===== src/rtl/mqsb_pkg.sv =====
// Package: sizes, codes and shared types of the multi-queue shared buffer.
`default_nettype none
package mqsb_pkg;

  localparam int SLOTS  = 16;
  localparam int QUEUES = 4;

  localparam int SIDX_W = $clog2(SLOTS);
  localparam int SLOT_W = $clog2(SLOTS + 1);
  localparam int QIDX_W = (QUEUES > 1) ? $clog2(QUEUES) : 1;
  localparam int DATA_W = 32;

  localparam logic [SLOT_W-1:0] NULL_SLOT = SLOT_W'(SLOTS);

  localparam logic MODE_ENQ = 1'b0;
  localparam logic MODE_DEQ = 1'b1;

  typedef enum logic [1:0] {
    ST_OK    = 2'd0,
    ST_FULL  = 2'd1,
    ST_EMPTY = 2'd2
  } status_t;

  typedef struct packed {
    logic              rd_en;
    logic [SIDX_W-1:0] rd_addr;
    logic              link_we;
    logic [SIDX_W-1:0] link_waddr;
    logic [SLOT_W-1:0] link_wdata;
    logic              val_we;
    logic [SIDX_W-1:0] val_waddr;
    logic [DATA_W-1:0] val_wdata;
  } mem_cmd_t;

  function automatic logic [QIDX_W-1:0] qsel(input logic [1:0] x);
    logic [2:0] t;
    t = {1'b0, x};
    if (QUEUES == 1) begin
      t = 3'd0;
    end else if (int'(x) >= QUEUES) begin
      t = t - 3'(QUEUES);
    end
    return QIDX_W'(t);
  endfunction

endpackage
`default_nettype wire


===== src/rtl/mqsb_if.sv =====
// Interfaces: request and response channels of the multi-queue shared buffer.
`default_nettype none
interface mqsb_req_if;
  logic               valid;
  logic               ready;
  logic               mode;
  logic [1:0]         queue_index;
  logic signed [31:0] item_value;

  modport source (output valid, mode, queue_index, item_value, input ready);
  modport sink (input valid, mode, queue_index, item_value, output ready);
endinterface

interface mqsb_rsp_if;
  logic               valid;
  logic               ready;
  logic signed [31:0] read_value;
  logic [1:0]         status;

  modport source (output valid, read_value, status, input ready);
  modport sink (input valid, read_value, status, output ready);
endinterface
`default_nettype wire


===== src/rtl/multi_queue_shared_buffer.sv =====
// Top level: several FIFO queues sharing one linked slot store with a free list.
//
// Usage:
//   req carries one operation per beat: mode 0 enqueues item_value onto queue
//   queue_index, mode 1 dequeues the oldest value of that queue.
//   rsp returns exactly one beat per request: read_value and status
//   (ok, store full on enqueue, queue empty on dequeue with read_value -1).
// Sequencing:
//   A request is accepted only while the sequencer is idle; the accepting edge
//   reads the link memory and value memory. Once the response register is free,
//   the execute state writes back and loads the response register, which
//   raises rsp.valid. The sequencer returns to idle only then, so the next
//   request waits until the current operation has written back.
// Reset:
//   rst (synchronous) empties all queues and puts every slot on the free list.
//   Link entries never written read as the initial chain through a fill mark,
//   so no clearing pass is needed; the block takes a request right after reset.
// Stall:
//   A finished response waits in the output register; the next request is
//   still accepted, and its write-back holds until the response register frees.
`default_nettype none
module multi_queue_shared_buffer
  import mqsb_pkg::*;
(
  input wire logic    clk,
  input wire logic    rst,
  mqsb_req_if.sink    req,
  mqsb_rsp_if.source  rsp
);

  typedef enum logic [1:0] {
    S_IDLE = 2'b01,
    S_EXEC = 2'b10
  } state_t;

  state_t state, state_next;

  logic [SLOT_W-1:0] head [QUEUES];
  logic [SIDX_W-1:0] tail [QUEUES];
  logic [SLOT_W-1:0] free_head;
  logic [SLOT_W-1:0] fill;

  logic              op_mode;
  logic [QIDX_W-1:0] op_q;
  logic [DATA_W-1:0] op_val;
  logic [SIDX_W-1:0] op_addr;
  logic              op_fresh;

  logic              out_valid;
  logic [DATA_W-1:0] out_value;
  status_t           out_status;

  mem_cmd_t          cmd;
  logic [SLOT_W-1:0] link_rd;
  logic [DATA_W-1:0] value_rd;

  logic              accept;
  logic              done;
  logic [QIDX_W-1:0] q_in;
  logic [SLOT_W-1:0] rd_code;
  logic [SLOT_W-1:0] link_cur;
  logic [SLOT_W-1:0] op_head;
  logic              enq_ok;
  logic              deq_ok;

  assign req.ready = (state == S_IDLE);
  assign accept    = req.valid && req.ready;
  assign done      = (state == S_EXEC) && (!out_valid || rsp.ready);

  assign q_in    = qsel(req.queue_index);
  assign rd_code = (req.mode == MODE_ENQ) ? free_head : head[q_in];

  assign link_cur = op_fresh ? (SLOT_W'(op_addr) + SLOT_W'(1)) : link_rd;
  assign op_head  = head[op_q];
  assign enq_ok   = (op_mode == MODE_ENQ) && (free_head < NULL_SLOT);
  assign deq_ok   = (op_mode == MODE_DEQ) && (op_head < NULL_SLOT);

  always_comb begin
    cmd            = '0;
    cmd.rd_en      = accept;
    cmd.rd_addr    = rd_code[SIDX_W-1:0];
    cmd.val_waddr  = free_head[SIDX_W-1:0];
    cmd.val_wdata  = op_val;
    cmd.val_we     = done && enq_ok;
    cmd.link_waddr = tail[op_q];
    cmd.link_wdata = free_head;
    if (done && enq_ok && (op_head < NULL_SLOT)) begin
      cmd.link_we = 1'b1;
    end
    if (done && deq_ok) begin
      cmd.link_we    = 1'b1;
      cmd.link_waddr = op_head[SIDX_W-1:0];
    end
  end

  mqsb_mem u_mem (
    .clk      (clk),
    .cmd      (cmd),
    .link_rd  (link_rd),
    .value_rd (value_rd)
  );

  always_comb begin
    state_next = state;
    case (state)
      S_IDLE:  if (accept) state_next = S_EXEC;
      S_EXEC:  if (done) state_next = S_IDLE;
      default: state_next = S_IDLE;
    endcase
  end

  always_ff @(posedge clk) begin
    if (accept) begin
      op_mode  <= req.mode;
      op_q     <= q_in;
      op_val   <= req.item_value;
      op_addr  <= rd_code[SIDX_W-1:0];
      op_fresh <= (rd_code >= fill);
    end
    if (done) begin
      if (op_mode == MODE_ENQ) begin
        out_value  <= '0;
        out_status <= enq_ok ? ST_OK : ST_FULL;
      end else if (deq_ok) begin
        out_value  <= value_rd;
        out_status <= ST_OK;
      end else begin
        out_value  <= '1;
        out_status <= ST_EMPTY;
      end
    end
  end

  always_ff @(posedge clk) begin
    if (rst) begin
      state     <= S_IDLE;
      out_valid <= 1'b0;
      free_head <= '0;
      fill      <= '0;
      for (int i = 0; i < QUEUES; i++) begin
        head[i] <= NULL_SLOT;
        tail[i] <= '0;
      end
    end else begin
      state <= state_next;
      if (done) begin
        out_valid <= 1'b1;
      end else if (rsp.ready) begin
        out_valid <= 1'b0;
      end
      if (done && enq_ok) begin
        free_head <= link_cur;
        if (op_head >= NULL_SLOT) begin
          head[op_q] <= free_head;
        end
        tail[op_q] <= free_head[SIDX_W-1:0];
        if (free_head >= fill) begin
          fill <= fill + SLOT_W'(1);
        end
      end
      if (done && deq_ok) begin
        head[op_q] <= (tail[op_q] == op_head[SIDX_W-1:0]) ? NULL_SLOT : link_cur;
        free_head  <= op_head;
      end
    end
  end

  assign rsp.valid      = out_valid;
  assign rsp.read_value = out_value;
  assign rsp.status     = out_status;

  a_accept_exec: assert property (@(posedge clk) disable iff (rst)
    accept |=> (state == S_EXEC))
    else $error("accepted beat did not start execution");

  a_free_code: assert property (@(posedge clk) disable iff (rst)
    free_head <= NULL_SLOT)
    else $error("free head holds an invalid slot code");

  a_fill_range: assert property (@(posedge clk) disable iff (rst)
    fill <= NULL_SLOT)
    else $error("fill mark beyond slot count");

  a_empty_value: assert property (@(posedge clk) disable iff (rst)
    (out_valid && (out_status == ST_EMPTY)) |-> (out_value == '1))
    else $error("underflow response without all-ones value");

endmodule
`default_nettype wire


===== src/rtl/mqsb_mem.sv =====
// Slot store: link memory and value memory, with registered reads.
`default_nettype none
module mqsb_mem
  import mqsb_pkg::*;
(
  input  wire logic              clk,
  input  wire mem_cmd_t          cmd,
  output logic [SLOT_W-1:0]      link_rd,
  output logic [DATA_W-1:0]      value_rd
);

  logic [SLOT_W-1:0] link_mem  [SLOTS];
  logic [DATA_W-1:0] value_mem [SLOTS];

  always_ff @(posedge clk) begin
    if (cmd.link_we) begin
      link_mem[cmd.link_waddr] <= cmd.link_wdata;
    end
    if (cmd.val_we) begin
      value_mem[cmd.val_waddr] <= cmd.val_wdata;
    end
    if (cmd.rd_en) begin
      link_rd  <= link_mem[cmd.rd_addr];
      value_rd <= value_mem[cmd.rd_addr];
    end
  end

endmodule
`default_nettype wire


===== src/flat_wrapper.sv =====
// flat-port wrapper written by rule: the top's interface ports become plain ports
module multi_queue_shared_buffer_flat import mqsb_pkg::*;
  (clk, rst, req_valid, req_mode, req_queue_index, req_item_value, req_ready, rsp_valid, rsp_read_value, rsp_status, rsp_ready);
  mqsb_req_if req_i ();
  mqsb_rsp_if rsp_i ();
  input wire logic clk;
  input wire logic rst;
  input wire logic [$bits(req_i.valid)-1:0] req_valid;
  input wire logic [$bits(req_i.mode)-1:0] req_mode;
  input wire logic [$bits(req_i.queue_index)-1:0] req_queue_index;
  input wire logic [$bits(req_i.item_value)-1:0] req_item_value;
  output wire logic [$bits(req_i.ready)-1:0] req_ready;
  output wire logic [$bits(rsp_i.valid)-1:0] rsp_valid;
  output wire logic [$bits(rsp_i.read_value)-1:0] rsp_read_value;
  output wire logic [$bits(rsp_i.status)-1:0] rsp_status;
  input wire logic [$bits(rsp_i.ready)-1:0] rsp_ready;
  assign req_i.valid = req_valid;
  assign req_i.mode = req_mode;
  assign req_i.queue_index = req_queue_index;
  assign req_i.item_value = req_item_value;
  assign req_ready = req_i.ready;
  assign rsp_valid = rsp_i.valid;
  assign rsp_read_value = rsp_i.read_value;
  assign rsp_status = rsp_i.status;
  assign rsp_i.ready = rsp_ready;
  multi_queue_shared_buffer u_core (.clk(clk), .rst(rst), .req(req_i), .rsp(rsp_i));
endmodule

===== config.mk =====
export PLATFORM = sky130hd
export DESIGN_NAME = multi_queue_shared_buffer_flat
export DESIGN_NICKNAME = d
export VERILOG_FILES = /design/src/rtl/mqsb_pkg.sv /design/src/rtl/mqsb_if.sv /design/src/rtl/multi_queue_shared_buffer.sv /design/src/rtl/mqsb_mem.sv /design/src/flat_wrapper.sv
export SDC_FILE = /design/constraint.sdc
export NUM_CORES = 1
export LEC_CHECK = 0
export BUFFER_PORTS_ARGS = -buffer_cell sky130_fd_sc_hd__buf_2
export CAP_MARGIN = 20
export CORE_UTILIZATION = 35
export CTS_BUF_LIST = sky130_fd_sc_hd__clkbuf_2 sky130_fd_sc_hd__clkbuf_4 sky130_fd_sc_hd__clkbuf_8
export DETAILED_ROUTE_END_ITERATION = 16
export SYNTH_ARGS = -nofsm -noshare
export SYNTH_HDL_FRONTEND = slang
export SYNTH_SLANG_ARGS = --single-unit

===== constraint.sdc =====
create_clock -name clk -period 5.7 [get_ports clk]
set_input_delay 0.285 -clock clk [delete_from_list [all_inputs] [get_ports clk]]
set_output_delay 0.285 -clock clk [all_outputs]
set_load 0.01 [all_outputs]

---- After elaboration in Yosys (flattened, before gate mapping) ----
Memory sizes are Yosys's and may differ from the RTL's. A register that Yosys moved wholly into a read port is not among the register bits.
Cells that the tools add are included.
operators by class
  add/sub/neg operators ................... 2
  multipliers ............................. 0
  divide/modulo/power cells ............... 0
  magnitude comparators ................... 5
  eq/ne operators ......................... 5
  shift operators ......................... 0
  muxes and demuxes ....................... 40
  bitwise gates (word level) .............. 2
  reductions and logical operators ........ 15
operator list
  cell                 number
  $mux 5               8
  $mux 32              1
  $mux 1               21
  $mux 2               8
  $ge 5x5->1           2
  $lt 5x5->1 const B   2
  $logic_and 1x1->1    7
  $add 4x1->5 const B  1
  $add 5x1->5 const B  1
  $ge 5x5->1 const B   1
  $reduce_or 5->1      1
  $eq 4x4->1           1
  $mux 4               1
  $pmux 2 s2           1
  $reduce_and 2->1     2
  $reduce_bool 2->1    2
  $reduce_or 4->1      1
  $eq 2x1->1 const B   1
  $eq 2x2->1 const B   1
  $ne 2x1->1 const B   1
  $ne 2x2->1 const B   1
  $logic_not 1->1      1
  $logic_or 1x1->1     1
  $not 1->1            1
  $or 1x1->1           1
storage, ports and cells
  flip-flop bits (word level) ............. 87
  latch bits .............................. 0
  RAM bits ................................ 628
  memory bits (read-only) ................. 0
  bits of input ports ..................... 39
  output and inout bits ................... 36
  word-level logic and storage cells ...... 84
  memories kept ........................... 4
memory list
  memory                  depth  width  rd ports  clocked after memory_dff  write ports  RTL line                         RTL
  u_core.u_mem.value_mem  16     32     1         1                         1            mqsb_mem.sv:13                   logic [DATA_W-1:0] value_mem [SLOTS];
  u_core.u_mem.link_mem   16     5      1         1                         1            mqsb_mem.sv:12                   logic [SLOT_W-1:0] link_mem [SLOTS];
  u_core.head             4      5      2         1                         4            multi_queue_shared_buffer.sv:38  logic [SLOT_W-1:0] head [QUEUES];
  u_core.tail             4      4      1         1                         4            multi_queue_shared_buffer.sv:39  logic [SIDX_W-1:0] tail [QUEUES];

---- Depth between registers and ports, before layout ----
  depth in word-level cells ............... 10
  gate-level depth with buffers ........... 14
  depth with buffers taken out ............ 9

---- Modules after synthesis ----
A second synthesis with hierarchy kept.
unflattened totals
  cells, all modules ...................... 1362
  area, all modules ....................... 28867.7 sq um
by module, submodules not included
  module                     instances  cells an instance  area each (sq um)  seq. area each (sq um)
  mqsb_mem                   1          986                23422.5            18888.1
  multi_queue_shared_buffer  1          376                5445.2             3603.5

---- Worst setup path before layout ----
Ideal clock, no wire load.
  path type ............................... register -> register
  from .................................... register u_core.state[0]
  to ...................................... memory u_core.u_mem.value_mem[3][0], enable pin
  library setup time ...................... 0.461 ns
  arrival time ............................ 3.616 ns
  data required time ...................... 5.239 ns
  path slack .............................. 1.623 ns
  cell stages (with the launch flop) ...... 7
  path buffers ............................ 1
  period minus slack after synthesis ...... 4.077 ns
  path through ............................ dfxtp_1 nand2b_1 nand2b_1 nor3_1 clkbuf_1 nand3_1 nor3_1
on the way
  cells in the longest elaborated chain, start to end .. 5
ends and longest elaborated chain
  what                          RTL line                          RTL
  start: declaration            multi_queue_shared_buffer.sv:36   state_t state, state_next;
  start signal: assignment      multi_queue_shared_buffer.sv:145  state <= state_next;
  $eq 2x2->1                    multi_queue_shared_buffer.sv:68   assign done = (state == S_EXEC) && (!out_valid || rsp.ready);
  $logic_and 1x1->1             multi_queue_shared_buffer.sv:68
  $logic_and 1x1->1             multi_queue_shared_buffer.sv:84   cmd.val_we = done && enq_ok;
  $mux 1                        mqsb_mem.sv:19                    if (cmd.val_we) begin
  $mux 1 (not written as such)  mqsb_mem.sv:20                    value_mem[cmd.val_waddr] <= cmd.val_wdata;
  end: declaration              mqsb_mem.sv:13
No other way between the ends.

---- Worst setup path in the final report ----
  from .................................... register u_core.state[0]
  to ...................................... memory u_core.u_mem.value_mem[15][27], enable pin
The elaborated chain is that of the path after synthesis.

==> results.md <==
Finish:
- The number of inserted diodes is 0.
- In the final layout, the share of cells above drive strength 1 is between 10% and 20%.
- The post-layout instance count excluding filler cells is 3271.
- In the final design database the tool counted between 2000 and 2500 nets.
- The multi-input combinational cells in the finished layout cover a total of 6480 µm².
- Fill cells in the final layout number about 7600.
- The area taken by flip-flops and latches is between 20000 and 25000 µm².
- The layout-stage area growth over the synthesis result is 15.4%.

GRT:
- The initial antenna violation count was 1.
- The total congestion overflow after global routing is 0.
- The first global-routing pass estimated 106 mm of wire.
- Entering global routing, the biggest net connects 224 pins.
- The overall routing resource usage is ~16%.
- The met1 usage is between 20% and 30%.
- The busiest metal layer after global routing is met2.
- Global routing used 2.91% of the available met3 tracks.
- The met2 demand-to-capacity share in global routing is 26.1%.
- The number of global-route vias before repair is 17300.

Die:
- In this run the horizontal extent of the chip is 292 µm.
- The area of the die is 85300 µm².
- For this design the top-level I/O count stands at between 70 and 80.
- The total area inside the core boundary comes to approximately 83000 µm².
- The effective utilization at floorplan is 35.3%.
- The vertical die dimension is 292 µm.
- The row count is 106.

Drt:
- The per-cell routed wire length is 21.7 µm.
- For this block, the via count after detailed routing is 17300.
- The number of nets with antenna violations after detailed routing is 0.
- The detailed router finished its first iteration with between 1500 and 2000 violations.
- Using the TritonRoute via totals, the vias-per-cell ratio works out to 5.28.
- The final wirelength is 70.9 mm.
- The number of remaining DRC errors is 0.
- The first detailed-routing pass ran for 6 iterations.

Critical path:
- The worst register-to-register path begins at u_core.state[0]$_SDFFE_PP1P_.
- The endpoint class of the critical path is a register.
- The capturing point of the worst reg2reg path is u_core.u_mem.value_mem[15][27]$_DFFE_PP_.
- The worst setup path is launched from a register.
- The setup slack of the most critical reg-to-reg path is ~2.2 ns.
- Data arrives at the worst endpoint at around 4.0 ns.
- The largest fanout on the critical path is 24.
- Counting cells, the worst reg-to-reg path comes to 7.
- The critical path is of the register to register type.
- The data required time of the worst path is around 6.1 ns.

Clock network:
- The CTS tree is yes.
- For the worst-skew pair, the clock arrives at the later sink with an insertion delay of approximately 0.75 ns.
- Clock tree synthesis found a total of between 700 and 800 sinks.
- The number of clock buffers inserted by TritonCTS is 121.
- The H-tree depth is 3.
- The post-cts resize count is 0.
- The CTS root buffer is sky130_fd_sc_hd__clkbuf_8.
- The maximum buffer depth of the clock tree is 3.
- The clock-pin slew on the worst setup and hold paths is approximately 0.06 ns.

Logic synthesis:
- The number of nets handed over by synthesis was around 2000.
- The synthesized cell area is 29500 µm².
- Summed over all instances, the cell type with the most area after synthesis is sky130_fd_sc_hd__edfxtp_1.
- In this run, synthesis inferred approximately 740 flip-flops with an integrated enable.
- For this run, the number of Yosys warnings is 0.
- The most common flop cell mapped by yosys is sky130_fd_sc_hd__edfxtp_1.
- Ranked by total cell area, the synthesized netlist is headed by sky130_fd_sc_hd__edfxtp_1 (75%), sky130_fd_sc_hd__nand2_1 (4.0%), sky130_fd_sc_hd__a21oi_1 (2.6%), sky130_fd_sc_hd__mux2i_1 (2.6%), sky130_fd_sc_hd__a32o_1 (2.5%).
- Synthesis instantiated 46 different standard cells from the library.
- In the synthesized netlist, the cells that appear most often are sky130_fd_sc_hd__edfxtp_1 (739), sky130_fd_sc_hd__nand2_1 (317), sky130_fd_sc_hd__a21oi_1 (155).
- The count of mapped cells out of synthesis is 1939.
- The post-synthesis async set-or-reset flop share is 0%.
- The most common cell in the synthesized netlist is sky130_fd_sc_hd__edfxtp_1.
- A synthesized cell averages 15.2 µm².
- The number of register bits inferred by synthesis is approximately 750.
- The top cell type by area accounts for approximately three quarters of the synthesized area.
- Summing the sequential cell areas from Yosys gives 76.4% of the chip area.

Placement:
- The cell count after placement is 3011.
- The count of buffers from port buffering is 74.
- The final weighted congestion in routability-driven placement is 0.781.
- Detailed placement ended at an HPWL of 38.3 mm.

Timing:
- The slew at the pin closest to its max-slew limit is 1.22 ns.
- Setup repair after global routing left no endpoint under its margin.
- Clock skew on the completed layout was measured at 0.0476 ns.
- The total count of max-transition violations in the final report is 0.
- Setup violations remaining at the end of the flow were counted as 0.
- The number of failing hold endpoints at the final stage came to 0.
- Timing would allow up to 0.283 GHz.
- Summed over all failing endpoints, the final setup total negative slack is 0 ns.
- The shortest clock period the worst path allows after layout is between 3 and 4 ns.
- The ratio of final minimum period to clock period is 61.9%.
- In this run the tightest slew margin relative to its limit is a little under a fifth.

Pwr:
- The worst IR drop on VDD is roughly 180 µV.
- In this run the static leakage power is 11.2 nW.
- Dividing total power by cell area gives a power density of 337 nW/µm².

Worst hold path:
- The depth of the worst hold-timing path is 3.
- The launch instance of the worst min-delay path is req_valid.
- The kind of path behind the tightest hold check is input pin to register.

Flow run:
- Max-cap violations in this run came to 0.

Status:
- The flow ran to the end, and the final reports show no timing, DRC or antenna violations.
-- worst max-delay path: stages (launching register included) --
cell	delay (ns)
sky130_fd_sc_hd__dfxtp_1	0.30
sky130_fd_sc_hd__nand2b_1	0.23
sky130_fd_sc_hd__nand2b_1	0.26
sky130_fd_sc_hd__nor3_1	0.54
sky130_fd_sc_hd__buf_4	0.27
sky130_fd_sc_hd__nand3_1	0.29
sky130_fd_sc_hd__nor2_4	0.95
sky130_fd_sc_hd__buf_4	0.34
-- registers in the layout, summed over array words and instances (netlist names), 5 cells and up, named ones only --
name                    count
u_core.op_val              32
u_core.fill                 5
u_core.u_mem.value_mem    512
u_core.u_mem.link_mem      80
u_core.rsp.read_value      32
u_core.tail                16
u_core.u_mem.value_rd      32
u_core.u_mem.link_rd        5
u_core.free_head            5
u_core.head                20
-- stage by stage --
| step | hold slack (ns) | instance area, µm² | power [mW] | worst slack [ns] | util [%] |
|---|---|---|---|---|---|
| 6_report | 0.113 | 34000 | 11.4 | 2.17 | 40.7 |
| 5_1_grt | 0.0857 | 34000 | 11.8 | 1.96 | 40.7 |
| 4_1_cts | 0.0623 | 33900 | 11.6 | 2.08 | 40.7 |
| 3_5_place_dp | 0.464 | 31200 | 6.92 | 2.10 | 37.4 |
| 3_3_place_gp | 0.466 | 31200 | 6.91 | 2.04 | 37.4 |
| 2_1_floorplan | 0.368 | 29500 | 6.72 | 1.62 | - |
-- cells in the final DEF, fill, tap and decap left out, types with 39 or more instances in the layout --
master / instances
sky130_fd_sc_hd__a32o_1: 74
sky130_fd_sc_hd__nor2_1: 124
sky130_fd_sc_hd__edfxtp_1: 739
sky130_fd_sc_hd__nand2_1: 317
sky130_fd_sc_hd__a21oi_1: 155
sky130_fd_sc_hd__mux2i_1: 77
sky130_fd_sc_hd__a221oi_1: 75
sky130_fd_sc_hd__or3_1: 39
sky130_fd_sc_hd__buf_2: 74
sky130_fd_sc_hd__clkbuf_8: 123
sky130_fd_sc_hd__clkbuf_4: 43
-- where the power goes --
part	leakage, nW	total, mW	internal (mW)	switching [mW]
combinational	2.93	0.563	0.212	0.351
sequential	6.96	6.26	6.17	0.0911
clock	1.29	4.62	2.49	2.13
total	11.2	11.4	8.87	2.57
-- how the worst max path moves through the flow --
| stage | startpoint | endpoint | slack (ns) | cells past startpoint |
|---|---|---|---|---|
| after floorplan | u_core.state[0]$_SDFFE_PP1P_ | u_core.u_mem.value_mem[3][0]$_DFFE_PP_ | 1.62 | 6 |
| after global placement | req_queue_index[0] | u_core.op_fresh$_DFFE_PP_ | 2.04 | 11 |
| after detailed placement | req_queue_index[0] | u_core.op_fresh$_DFFE_PP_ | 2.10 | 11 |
| after CTS | u_core.state[0]$_SDFFE_PP1P_ | u_core.u_mem.value_mem[2][5]$_DFFE_PP_ | 2.08 | 7 |
| after global routing | register | u_core.u_mem.link_mem[1][2]$_DFFE_PP_ | 1.96 | 5 |
| final | u_core.state[0]$_SDFFE_PP1P_ | u_core.u_mem.value_mem[15][27]$_DFFE_PP_ | 2.17 | 7 |
-- final cells by class --
class                           count  share of cell area [%]
Clock buffer                      166                    5.93
Clock inverter                     55                    1.18
Inverter                           26                   0.317
Multi-Input combinational cell   1038                    19.1
Sequential cell                   754                    66.2
Tap cell                         1080                    3.98
Timing Repair Buffer              152                    3.34
-- repair_timing --
item / CTS / global route
endpoints found under the setup margin: 0 / 0
hold endpoints to repair: 50 / 0
setup buffers: 0 / 0
hold buffers: 37 / 0
-- kinds of logic (layout without fill, tap and decap cells) --
kind of cell / count (synthesis) / count (layout) / synth area share, %
compound gates: 375 / 375 / 9.06
xor+xnor: 10 / 10 / 0.297
fa+ha+maj: 12 / 12 / 0.510
buf+inv: 147 / 399 / 2.21
flops: 754 / 754 / 76.4
mux: 96 / 96 / 3.88
simple gates: 545 / 545 / 7.69
-- routing by layer --
layer	vias to the layer above	share of wire (%)	routed length (µm)
met2	655	47	33400
met4	0	2.3	1630
met1	8722	44	31100
met5	-	0	0
li1	7788	-	-
met3	106	6.7	4740
Note: power is estimated with default switching activity, not from simulation.
